**src/hdl/rmhps_pkg.sv**
```systemverilog
// Shared types, codes and constants of the ramp, move and hold profile sampler.
// No dependencies; every other file of the block imports this package.
package rmhps_pkg;

    // Input modes.
    localparam logic [1:0] MODE_PLAN    = 2'd0;
    localparam logic [1:0] MODE_RELEASE = 2'd1;

    // Frame phases.
    localparam logic [2:0] PH_RAMP_IN   = 3'd0;
    localparam logic [2:0] PH_MOVE_OUT  = 3'd1;
    localparam logic [2:0] PH_HOLD      = 3'd2;
    localparam logic [2:0] PH_MOVE_BACK = 3'd3;
    localparam logic [2:0] PH_RAMP_OUT  = 3'd4;
    localparam logic [2:0] PH_COMPLETE  = 3'd5;
    localparam logic [2:0] PH_RELEASE   = 3'd6;
    localparam logic [2:0] PH_FAULT     = 3'd7;

    // Configuration register indices.
    localparam logic [2:0] REG_PEAK_WEIGHT  = 3'd0;
    localparam logic [2:0] REG_WEIGHT_RATE  = 3'd1;
    localparam logic [2:0] REG_JOINT_OFFSET = 3'd2;
    localparam logic [2:0] REG_MAX_VELOCITY = 3'd3;
    localparam logic [2:0] REG_HOLD_TIME    = 3'd4;
    localparam logic [2:0] REG_RAMP_TIME    = 3'd5;
    localparam logic [2:0] REG_MOVE_TIME    = 3'd6;

    // Microseconds per second, used to scale a limit into product units.
    localparam logic [19:0] US_PER_S = 20'd1000000;

    // Division by one million is a shift by six and a division by 15625.
    // The quotient word is below 2^38 whenever the result is not clamped,
    // so a 39 bit reciprocal with a shift of 52 gives the exact floor.
    localparam int unsigned  DIV_SHIFT = 52;
    localparam logic [38:0]  DIV_RECIP = 39'((64'd1 << DIV_SHIFT) / 64'd15625 + 64'd1);

    // Division by one thousand: shift by three, then divide by 125 through
    // a reciprocal with a shift of 30 (exact for a 23 bit dividend).
    localparam int unsigned  MS_SHIFT = 30;
    localparam logic [23:0]  MS_RECIP = 24'((64'd1 << MS_SHIFT) / 64'd125 + 64'd1);

    typedef struct packed {
        logic [14:0] peak_weight;
        logic [12:0] weight_rate;
        logic [23:0] joint_offset;
        logic [22:0] max_velocity;
        logic [20:0] hold_time_us;
        logic [24:0] ramp_time_us;
        logic [24:0] move_time_us;
    } cfg_t;

    // Phase end times; the last one stays below 2^28.
    typedef struct packed {
        logic [27:0] r_end;
        logic [27:0] m_end;
        logic [27:0] h_end;
        logic [27:0] b_end;
        logic [27:0] e_end;
    } ends_t;

    // Item context carried alongside the arithmetic.
    typedef struct packed {
        logic [2:0]  phase;
        logic        neg;
        logic [25:0] t;
        logic [14:0] prev;
        logic [31:0] seq_in;
    } ctx_t;

    // Operands for the shared scaled product: min(lim, floor(mult*dt/1e6)).
    typedef struct packed {
        ctx_t        ctx;
        logic [25:0] dt;
        logic [22:0] mult;
        logic [23:0] lim;
    } sel_t;

    typedef struct packed {
        ctx_t        ctx;
        logic [23:0] dm;
        logic [16:0] seq_plan;
    } res_t;

endpackage

```
**src/hdl/rmhps_cfg.sv**
```systemverilog
// Configuration registers of the profile sampler and the derived phase end times.
// Depends on rmhps_pkg.
module rmhps_cfg
    import rmhps_pkg::*;
(
    input  logic        clk,
    input  logic        rst_n,
    input  logic        cfg_valid,
    input  logic [2:0]  cfg_index,
    input  logic [31:0] cfg_data,
    output cfg_t        cfg,
    output ends_t       ends
);

    cfg_t  cfg_reg;
    cfg_t  cfg_next;
    ends_t ends_reg;
    ends_t ends_next;

    always_comb
    begin
        cfg_next = cfg_reg;
        if (cfg_valid)
        begin
            unique case (cfg_index)
                REG_PEAK_WEIGHT:  cfg_next.peak_weight  = cfg_data[14:0];
                REG_WEIGHT_RATE:  cfg_next.weight_rate  = cfg_data[12:0];
                REG_JOINT_OFFSET: cfg_next.joint_offset = cfg_data[23:0];
                REG_MAX_VELOCITY: cfg_next.max_velocity = cfg_data[22:0];
                REG_HOLD_TIME:    cfg_next.hold_time_us = cfg_data[20:0];
                REG_RAMP_TIME:    cfg_next.ramp_time_us = cfg_data[24:0];
                REG_MOVE_TIME:    cfg_next.move_time_us = cfg_data[24:0];
                default:          cfg_next = cfg_reg;
            endcase
        end
    end

    always_ff @(posedge clk or negedge rst_n)
    begin
        if (!rst_n)
        begin
            cfg_reg <= '0;
        end
        else
        begin
            cfg_reg <= cfg_next;
        end
    end

    // Configuration only changes while no item is in flight, so the end
    // times may be registered and trail the registers.
    always_comb
    begin
        ends_next.r_end = 28'(cfg_reg.ramp_time_us);
        ends_next.m_end = 28'(cfg_reg.ramp_time_us) + 28'(cfg_reg.move_time_us);
        ends_next.h_end = 28'(cfg_reg.ramp_time_us) + 28'(cfg_reg.move_time_us)
                        + 28'(cfg_reg.hold_time_us);
        ends_next.b_end = 28'(cfg_reg.ramp_time_us) + {2'b0, cfg_reg.move_time_us, 1'b0}
                        + 28'(cfg_reg.hold_time_us);
        ends_next.e_end = {2'b0, cfg_reg.ramp_time_us, 1'b0}
                        + {2'b0, cfg_reg.move_time_us, 1'b0}
                        + 28'(cfg_reg.hold_time_us);
    end

    always_ff @(posedge clk or negedge rst_n)
    begin
        if (!rst_n)
        begin
            ends_reg <= '0;
        end
        else
        begin
            ends_reg <= ends_next;
        end
    end

    assign cfg  = cfg_reg;
    assign ends = ends_reg;

endmodule

```
**config.mk**
```make
export PLATFORM = sky130hd
export DESIGN_NAME = rmhps_cfg
export DESIGN_NICKNAME = d
export VERILOG_FILES = /design/src/hdl/rmhps_pkg.sv /design/src/hdl/rmhps_cfg.sv
export SDC_FILE = /design/constraint.sdc
export NUM_CORES = 1
export LEC_CHECK = 0
export ABC_AREA = 1
export BUFFER_PORTS_ARGS = -buffer_cell sky130_fd_sc_hd__buf_2
export CAP_MARGIN = 20
export CORE_ASPECT_RATIO = 0.7
export CORE_MARGIN = 5
export CORE_UTILIZATION = 49
export CTS_CLUSTER_SIZE = 24
export DETAILED_ROUTE_END_ITERATION = 10
export PLACE_DENSITY = 0.73
export SETUP_SLACK_MARGIN = 0.02
export SLEW_MARGIN = 40
export SYNTH_ARGS = -nofsm -noshare
export SYNTH_HDL_FRONTEND = slang
export SYNTH_SLANG_ARGS = --single-unit
```
**constraint.sdc**
```tcl
create_clock -name clk -period 3.9 [get_ports clk]
set_input_delay 0.39 -clock clk [delete_from_list [all_inputs] [get_ports clk]]
set_output_delay 0.39 -clock clk [all_outputs]
set_load 0.02 [all_outputs]
```
======== Word-level counts from Yosys, hierarchy flattened ========
Cells that the tools add are included.
operators by class
  bitwise gates (word level) .............. 0
  divide/modulo/power cells ............... 0
  mux-type cells .......................... 0
  order comparisons ....................... 0
  $mul .................................... 0
  shift operators ......................... 0
  eq/ne operators ......................... 6
  reduce and logical (&&, ||, !) cells .... 8
  add/subtract/negate cells ............... 6
operators with widths
  cell                                            count
  adder 27 x 21 -> 28 bit                         2
  adder 25 x 26 -> 27 bit                         1
  adder 26 x 21 -> 27 bit                         1
  adder 26 x 26 -> 27 bit                         1
  adder 25 x 25 -> 26 bit                         1
  AND reduction 2 bit                             7
  == test 3 bit (second input constant)           3
  == test 3 x 2 -> 1 bit (second input constant)  2
  == test 3 x 1 -> 1 bit (second input constant)  1
  zero test 3 bit                                 1
word-level totals
  output and inout port bits .............. 286
  memories ................................ 0
  word-level logic and storage cells ...... 32
  latch bits .............................. 0
  memory bits (read-only) ................. 0
  flip-flop bits (word level) ............. 280
  RAM bits ................................ 0

======== Logic depth before layout (Yosys ltp) ========
Gate-level depths: netlist of run 1.
  word-level depth ........................ 2
  gate-level depth with buffers ........... 22
  depth with buffers taken out ............ 22

======== Least setup slack after synthesis of run 1 ========
OpenSTA, ideal clock, no wires.
  kind .................................... register -> register
  start ................................... register cfg_reg (netlist bit cfg[0])
  end ..................................... register ends_reg (netlist bit ends[79])
  period minus slack after synthesis ...... 3214 ps
  arrival time ............................ 3092 ps
  path slack .............................. 686 ps
  stages on the path, launching flop included .. 19
  required time ........................... 3778 ps
  path buffers ............................ 0
  setup time .............................. 122 ps
  path through ............................ dfrtp_1 ha_1 fa_1 nand4_1 nand2_1 a31oi_1 inv_1 a21oi_1 xnor2_1 ha_1 nand2_1 nor2_1 and2_1 nand4_1 nand3_1 nand2_1 nand2_1 nand2_2 xor2_2
RTL lines
  what                    RTL line         RTL
  from (decl)             rmhps_cfg.sv:15  cfg_t cfg_reg;
  from (signal assigned)  rmhps_cfg.sv:46  cfg_reg <= cfg_next;
  to (signal assigned)    rmhps_cfg.sv:73  ends_reg <= ends_next;
  to (decl)               rmhps_cfg.sv:17  ends_t ends_reg;

==> results of run 1 <==
==> routing by layer <==
metal,vias up,wire [µm]
li1,6089,-
met1,6161,21270
met2,531,21060
met3,65,4689
met4,0,949
met5,-,0
==> power groups by stage <==
| stage | clock network (mW) | registers, mW | logic, mW |
|---|---|---|---|
| 6_report | 2.86 | 4.32 | 8.31 |
| 5_1_grt | 3.03 | 4.42 | 9.09 |
| 4_1_cts | 2.91 | 4.32 | 8.20 |
| 3_5_place_dp | 0 | 4.37 | 8.14 |
| 3_3_place_gp | 0 | 4.35 | 8.07 |
| 2_1_floorplan | 0 | 5.43 | 4.29 |
==> worst max-delay path, cell delays in order (launching register included) <==
cell	delay, ns
dfrtp_1	0.38
ha_1	0.24
fa_1	0.45
nand4_1	0.12
nand2_1	0.13
a31oi_2	0.25
inv_1	0.08
a21oi_1	0.16
xnor2_1	0.17
ha_1	0.43
nand2_1	0.10
nor2_1	0.17
and2_1	0.17
nand4_1	0.10
nand3_2	0.19
nand2_1	0.08
nand2_1	0.15
nand2_2	0.09
xor2_2	0.13
==> logic make-up (layout without fill, tap and decap cells) <==
family	after synthesis	in the layout
fa+ha+maj	148	148
flops	279	279
buf+inv	235	583
xor+xnor	86	86
compound gates	332	332
other cells	1	7
simple gates	592	592
==> cell usage in the layout (no fill, tap or decap), drive strengths merged, types with 11 or more instances in the layout <==
cell type  netlist  layout
nand2          422     422
buf             34     360
dfrtp          279     279
o21ai          193     193
inv            173     174
ha             100     100
a21oi           99      99
nor2            90      90
xor2            57      57
fa              48      48
nand3           46      46
clkbuf          28      33
xnor2           29      29
nand4           17      17
nor3            13      13
a31oi           11      11
==> final cells by class <==
type | instances | area (µm²) | share of cell area, %
clock buffer | 33 | 748.2 | 4.073
clock inverter | 16 | 225.2 | 1.226
inverter | 173 | 649.4 | 3.535
multi-input combinational | 1165 | 7256 | 39.49
sequential | 279 | 6983 | 38.01
tap | 412 | 515.5 | 2.806
timing repair buffer | 361 | 1994 | 10.86
==> metrics by stage <==
stage	hold slack (ns)	area, µm²	utilization [%]
finish	0.09925	18370	60.62
global route	0.1214	18370	60.62
CTS	0.07784	18290	60.34
detailed placement	0.4547	17300	57.10
global placement	0.4524	17300	57.09
floorplan	0.09441	15190	-
==> timing repair <==
action / CTS / global route
setup buffers: 0 / 1
hold endpoints to repair: 110 / 0
gates resized for setup: 0 / 9
hold buffers: 1 / 0
endpoints found under the setup margin: 0 / 7
==> path summary, 6_finish.rpt <==
path	end	slack [ns]	depth (start not counted)
min reg2reg	ends[0]$_DFF_PN0_	0.48	0
max	ends[79]$_DFF_PN0_	0.22	18
min in group asynchronous	cfg[121]$_DFFE_PN0P_	0.35	2
max in group asynchronous	ends[73]$_DFF_PN0_	2.79	3
min	cfg[24]$_DFFE_PN0P_	0.1	3
max reg2reg	ends[79]$_DFF_PN0_	0.22	18
==> flow_summary.yaml, run 1 <==
yosys:
  synth_edf_count: 0
  ys_warn_count: 0
  syn_avg_cell_area_um2: 9.068
  syn_inst: 1673
  synth_fa_ha_area_share_pct: 14.58
  yosysTopAreaCellShare_pct: 46.02
  synth_most_common_cell: "nand2_1"
  synth-simple-area-share_pct: 15.93
  yosysTopAreaCell: "dfrtp_1"
  synth_mux_area_share_pct: 0
  ys_seq_area_share_pct: 46.02
  ys_types: 41
  synth_top_family_by_area: "simple AND/OR/NAND/NOR gates"
  synth_top_flop_cell: "dfrtp_1"
  ys_seq_elements: 279
  ys_async_sr_fraction_pct: 100.0
  synth_compound_area_share_pct: 11.79
  synth_area_um2: 15170
  synth_xor_area_share_pct: 5.014
  synthTopCellsByArea: "dfrtp_1, nand2_1, ha_1, fa_1, o21ai_0"
  synthTopCellsByCount: "nand2_1, dfrtp_1, o21ai_0"
global_routing:
  grt_start_max_net_pins: 114
  grt_pass1_vias: 12520
  antenna_found_initial: 0
  grt_usage_pct: 27.53
  grt_pass1_wl_mm: 73.50
  grt_most_used_layer: "met2"
  use_met2_pct: 42.10
  grt_overflow_total: 0
  use_met3_pct: 7.595
  use_met1_pct: 39.84
worst_setup_path:
  cp-start-kind: "flop"
  cp_max_fo: 5
  arrival_ns: 4.13
  cp-end-kind: "flop"
  cp.required_ns: 4.35
  r2r_start: "cfg[0]$_DFFE_PN0P_"
  worstSetupPathType: "reg2reg"
  crit_start: "cfg[0]$_DFFE_PN0P_"
floorplan:
  dieArea_um2: 34640
  design.core.area_um2: 30310
  rows: 53
  die_h_um: 157.2
  start_util_pct: 50.06
  ioPinCount: 324
  die_x_um: 220.3
timing:
  rsz0062_at_grt: "false"
  fin_crit_ns: 3.684
  setup_tns_ns: 0
  relSlewSlack_pct: 61.65
  min_period_over_period_pct: 94.46
  fin_skew_ns: 0.02605
  hold_violations: 0
  setup_violations: 0
  drv_slew: 0
  fmax_mhz: 271.5
  setup_slack_ns: 0.2161
  worst_pin_slew_ns: 0.5692
status:
  status: "finished clean"
pwr:
  intPower_mw: 8.291
  ir_worst_vdd_mv: 0.4909
  total_power_mw: 15.49
  power_density_nw_per_um2: 843.4
  p_leak_nw: 9.907
  pwr-share-seq_pct: 27.9
  p_clk_share_pct: 18.4
  p_sw_share_pct: 46.49
  p_switching_mw: 7.203
  comb_power_share_pct: 53.7
placed_design:
  io_buffer_count: 309
  dp_slack_ns: 0.1743
  place_congestion: 0.9742
  dpl.hpwl_mm: 38.07
  post-place-cells: 2387
clocking:
  clk_latency_ns: 0.56
  cts_buffer_depth: 3
  clkTransAtPathRegs_ns: 0.07
  htree_num_levels: 1
  clock_sinks: 279
  numCtsBuffers: 27
  cts_tree: "yes"
  cts_root_buffer: "clkbuf_16"
routing:
  avgRoutedWirePerCell_um: 19.67
  drt_iter0_markers: 1169
  vias: 12850
  first_pass_iters: 6
  ant_nets: 0
  routed_wl_mm: 47.97
  viasPerCell: 5.267
  drc: 0
final_layout:
  drive_gt1_share_pct: 22.30
  fill_cells: 2677
  syn_to_final_growth_pct: 21.10
  num_antenna_cells: 0
  final_nets: 2193
  largest_reg_flops: 146
  final_cells: 2439
hold_path:
  hold_path_class: "in2reg"
  holdCritStartpoint: "cfg_data[24]"
job:
  drv_cap: 0
(Power assumes the default switching activity.)
==> run 2, diff against run 1 <==
==> constraint.sdc (replaced) <==
create_clock -name clk -period 3.9 [get_ports clk]
set_input_delay 0.975 -clock clk [delete_from_list [all_inputs] [get_ports clk]]
set_output_delay 0.975 -clock clk [all_outputs]
set_load 0.02 [all_outputs]
==> run 2 against run 1 <==
  * Fmax up 0.69%
  * Routed wire length decreased by 0.32%
  * Final cell count about the same
  * Register-to-register slack better by 0.03 ns
  * Global-route usage is 0.20 points lower
  * Flip-flop and latch count unchanged
  * Critical path depth is 2 higher
  * Clock-buffer cell count rose by 4
  * Sequential power barely moved
==> flow_summary.yaml, run 2 (synthesis gave the netlist of run 1 again) <==
clocking:
  cts_buffer_depth: 3
  cts_tree: "yes"
  clock_sinks: 279
  postCtsHoldBufs: 0
  numCtsBuffers: 27
  htree_num_levels: 1
  clkTransAtPathRegs_ns: 0.06
  clk_latency_ns: 0.55
  cts_root_buffer: "clkbuf_16"
timing:
  fin_skew_ns: 0.01178
  min_period_over_period_pct: 93.81
  hold_violations: 0
  setup_tns_ns: 0
  relSlewSlack_pct: 45.52
  setup_violations: 0
  fin_crit_ns: 3.659
  rsz0062_at_grt: "true"
  fmax_mhz: 273.3
  drv_slew: 0
  worst_pin_slew_ns: 0.8098
global_routing:
  grt_pass1_vias: 12320
  grt_pass1_wl_mm: 72.84
  grt_start_max_net_pins: 88
  grt_overflow_total: 0
  antenna_found_initial: 0
  grt_usage_pct: 27.33
floorplan:
  die_x_um: 220.3
  dieArea_um2: 34640
  design.core.area_um2: 30310
  rows: 53
  ioPinCount: 324
  die_h_um: 157.2
  start_util_pct: 50.06
final_layout:
  largest_reg_flops: 146
  drive_gt1_share_pct: 22.16
  layout_common_cells: "nand2_1, buf_2, dfrtp_1, o21ai_0, inv_1"
  final_nets: 2195
  num_antenna_cells: 0
  syn_to_final_growth_pct: 20.46
  final_common_cell: "nand2_1"
  final_cells: 2438
routing:
  avgRoutedWirePerCell_um: 19.61
  ant_nets: 0
  first_pass_iters: 5
  vias: 12760
  viasPerCell: 5.233
  routed_wl_mm: 47.82
  drt_iter0_markers: 1139
  drc: 0
worst_setup_path:
  cp_max_fo: 4
  cp-start-kind: "flop"
  r2r_cells: 20
  reg2reg_slack_ns: 0.24
  cp-end-kind: "flop"
  reg2reg_to: "ends[80]$_DFF_PN0_"
  r2r_start: "cfg[6]$_DFFE_PN0P_"
  worstSetupPathType: "reg2reg"
  cp.required_ns: 4.34
  arrival_ns: 4.10
  crit_start: "cfg[6]$_DFFE_PN0P_"
pwr:
  p_leak_nw: 9.859
  power_density_nw_per_um2: 832.5
  total_power_mw: 15.21
  ir_worst_vdd_mv: 0.4536
status:
  status: "finished clean"
placed_design:
  post-place-cells: 2391
  io_buffer_count: 309
  dpl.hpwl_mm: 38.11
  place_congestion: 0.9587
job:
  drv_cap: 0
hold_path:
  hold_path_class: "in2async"
[run 2: worst max path at each step]
stage,end,slack [ns],cells after the start
global route,ends[79]$_DFF_PN0_,0.01,20
finish,ends[80]$_DFF_PN0_,0.24,20
floorplan,ends[79]$_DFF_PN0_,0.69,18
CTS,ends[79]$_DFF_PN0_,0.04,19
global placement,ends[80]$_DFF_PN0_,0.18,20
detailed placement,ends[79]$_DFF_PN0_,0.12,19
[run 2: worst max-delay path, cell delays in order, from the launching register on]
cell and delay (ns):
dfrtp_1 0.40, ha_1 0.36, nand2_1 0.13, inv_1 0.07
a21oi_1 0.14, nand2_1 0.12, a21oi_4 0.19, nand2_1 0.11
a31oi_2 0.18, xnor2_1 0.14, ha_2 0.47, nand4_1 0.15
nor2_1 0.21, nand4_1 0.15, nand3_1 0.14, buf_4 0.17
nand4_1 0.14, nand2_2 0.12, nand2_1 0.05, nand2_1 0.05
nand2_1 0.04
[run 2: through the flow]
step / util [%] / setup WS [ns] / hold slack, ns / instance area [µm²]
2_1_floorplan: - / 0.6857 / 0.4229 / 15190
3_3_place_gp: 57.19 / 0.1758 / 0.4545 / 17330
5_1_grt: 60.30 / 0.01408 / 0.4811 / 18280
4_1_cts: 59.99 / 0.04180 / 0.4529 / 18180
3_5_place_dp: 57.19 / 0.1234 / 0.4679 / 17330
6_report: 60.30 / 0.2415 / 0.4247 / 18280
[run 2: layer usage]
metal | share of wire (%) | track usage (%) | up-vias | wire length, µm
li1 | - | - | 6077 | -
met1 | 45 | 40.01 | 6135 | 21450
met2 | 44 | 41.38 | 482 | 20920
met3 | 9.3 | 7.537 | 65 | 4452
met4 | 2.1 | 5.376 | 0 | 994
met5 | 0 | 0 | - | 0
[run 2: timing repair]
item	CTS	global route
resized for setup	0	15
endpoints found under the setup margin	0	7
buffers inserted	0	1
[run 2: cell type report]
cell class,count,area (µm²)
Fill cell,2697,12030
Multi-Input combinational cell,1165,7289
Sequential cell,279,6983
Timing Repair Buffer,363,1987
Clock buffer,37,753.2
Inverter,173,649.4
Tap cell,412,515.5
Clock inverter,9,97.59
[run 2: power by group]
group	total [mW]	switching, mW	internal (mW)
Clock	2.58	1.11	1.47
Sequential	4.31	0.467	3.84
Combinational	8.32	5.55	2.77
==> run 3, diff against run 2 <==
PLACE_DENSITY = 0.76   (was 0.73)
clock period = 3.3 ns   (was 3.9 ns; I/O delays follow)
==> run 3 against run 2 <==
  * The flow now finishes with violations (negative setup slack)
  * Worst setup slack worse by 0.38 ns
  * Cell area grew 12%
  * Clock-buffer cell count decreased by 6
  * Flip-flop and latch count stayed put
  * Critical path depth decreased by 2
  * Hold slack got worse by 0.26 ns
  * Register-to-register slack got worse by 0.38 ns
  * Largest power group unchanged
==> flow_summary.yaml, run 3 (synthesis gave the netlist of run 1 again) <==
timing:
  fmax_mhz: 290.8
  setup_slack_ns: -0.1384
  hold_violations: 0
  worst_pin_slew_ns: 0.7840
  fin_crit_ns: 3.438
  setup_violations: 4
  min_period_over_period_pct: 104.2
  relSlewSlack_pct: 47.61
  rsz0062_at_grt: "true"
  drv_slew: 0
  setup_tns_ns: -0.4135
  fin_skew_ns: 0.02009
floorplan:
  die_h_um: 157.2
  design.core.area_um2: 30310
  rows: 53
  start_util_pct: 50.06
  die_x_um: 220.3
  dieArea_um2: 34640
  ioPinCount: 324
final_layout:
  layout_common_cells: "nand2_1, buf_2, dfrtp_1, buf_4, o21ai_0"
  syn_to_final_growth_pct: 34.41
  largest_reg_flops: 146
  final_nets: 2366
  final_common_cell: "nand2_1"
  drive_gt1_share_pct: 32.82
  fill_cells: 2472
  num_antenna_cells: 0
routing:
  avgRoutedWirePerCell_um: 20.08
  maxUsedRoutingLayer: "met5"
  routed_wl_mm: 52.44
  first_pass_iters: 7
  drc: 0
  vias: 13770
  route.met2.wl_mm: 22.99
  met3_length_mm: 4.756
  wl_met1_mm: 23.59
  drt_iter0_markers: 1402
  ant_nets: 0
  viasPerCell: 5.273
worst_setup_path:
  cp_max_fo: 5
  arrival_ns: 3.90
  worstSetupPathType: "reg2reg"
  cp-start-kind: "flop"
  cp.required_ns: 3.76
  cp-end-kind: "flop"
pwr:
  total_power_mw: 20.77
  power_density_nw_per_um2: 1019
  ir_worst_vdd_mv: 0.5908
  p_leak_nw: 10.88
global_routing:
  grt_usage_pct: 29.08
  antenna_found_initial: 1
  grt_pass1_vias: 13160
  grt_start_max_net_pins: 98
  grt_overflow_total: 0
  grt_pass1_wl_mm: 77.05
placed_design:
  place_congestion: 0.9331
  dpl.hpwl_mm: 40.71
  io_buffer_count: 309
hold_path:
  hold_path_class: "in2async"
clocking:
  clock_sinks: 279
  cts_root_buffer: "clkbuf_16"
  cts_tree: "yes"
  numCtsBuffers: 27
  cts_buffer_depth: 3
  clk_latency_ns: 0.56
  htree_num_levels: 1
  postCtsHoldBufs: 0
  clkTransAtPathRegs_ns: 0.07
status:
  violations: "negative setup slack"
  status: "finished, violations left"
job:
  drv_cap: 0
-- run 3: changes by cell type in the layout (fill, tap and decap cells not counted), moves of 11 or more --
cell / delta
ha_4: +16
ha_1: -17
nor2_1: -11
nand2_1: -30
nand2_2: +25
buf_4: +165
-- run 3: cell type report --
cell class                      instances  area (µm²)  area share (%)
Multi-Input combinational cell       1165        7894           38.71
Clock buffer                           31       700.7           3.436
Clock inverter                         18       320.3           1.571
Tap cell                              412       515.5           2.528
Sequential cell                       279        6984           34.25
Timing Repair Buffer                  534        3327           16.32
Inverter                              173       649.4           3.185
-- run 3: final timing paths --
kind	from	end	slack, ns	cells after the start
setup / recovery	cfg[0]$_DFFE_PN0P_	ends[76]$_DFF_PN0_	-0.14	18
hold / removal	rst_n	ends[33]$_DFF_PN0_	0.16	1
setup reg to reg	cfg[0]$_DFFE_PN0P_	ends[76]$_DFF_PN0_	-0.14	18
hold reg to reg	cfg[109]$_DFFE_PN0P_	cfg[109]$_DFFE_PN0P_	0.48	2
max in group asynchronous	rst_n	ends[96]$_DFF_PN0_	2.22	3
min in group clk	cfg[109]$_DFFE_PN0P_	cfg[109]$_DFFE_PN0P_	0.48	2
-- run 3: critical path, cell delays in order (launching register included) --
cell and delay [ns]:
dfrtp_1 0.40, ha_2 0.21, fa_2 0.38, nand3_2 0.08, nand3_2 0.09, nand2_2 0.11
nand2_4 0.10, buf_4 0.15, buf_4 0.14, xor2_4 0.16, ha_4 0.30, nand2_1 0.09
nor2_2 0.22, nand4_1 0.26, nand3_2 0.18, buf_4 0.12, buf_6 0.07, buf_4 0.09
xor2_1 0.17
-- run 3: timing repair --
| action | CTS | global route |
|---|---|---|
| resized for setup | 44 | 96 |
| endpoints found under the hold margin | 0 | 0 |
| setup buffers | 14 | 23 |
| pin swaps | 25 | 46 |
| endpoints found under the setup margin | 14 | 22 |
-- run 3: power by group --
part           leakage (nW)  total (mW)  internal [mW]  switching [mW]
logic                  6.95        12.1           4.69            7.46
registers              3.43        5.07           4.54           0.529
clock network         0.492        3.56           2.17            1.40
-- run 3: per-layer routing --
layer	vias up	global-route usage, %
met5	-	0
li1	6401	-
met4	2	5.465
met1	6657	44.05
met3	82	6.345
met2	632	43.72
-- run 3: stage by stage --
stage | utilization (%) | hold slack (ns) | setup WS [ns] | area (µm²) | instances
floorplan | - | 0.4229 | 0.08566 | 15190 | 1679
global placement | 60.55 | 0.4611 | -0.2446 | 18350 | 2525
detailed placement | 60.55 | 0.4678 | -0.3246 | 18350 | 2525
CTS | 65.01 | 0.3347 | -0.1057 | 19700 | 2588
global route | 67.28 | 0.1887 | -0.2644 | 20390 | 2612
finish | 67.28 | 0.1626 | -0.1384 | 20390 | 2612
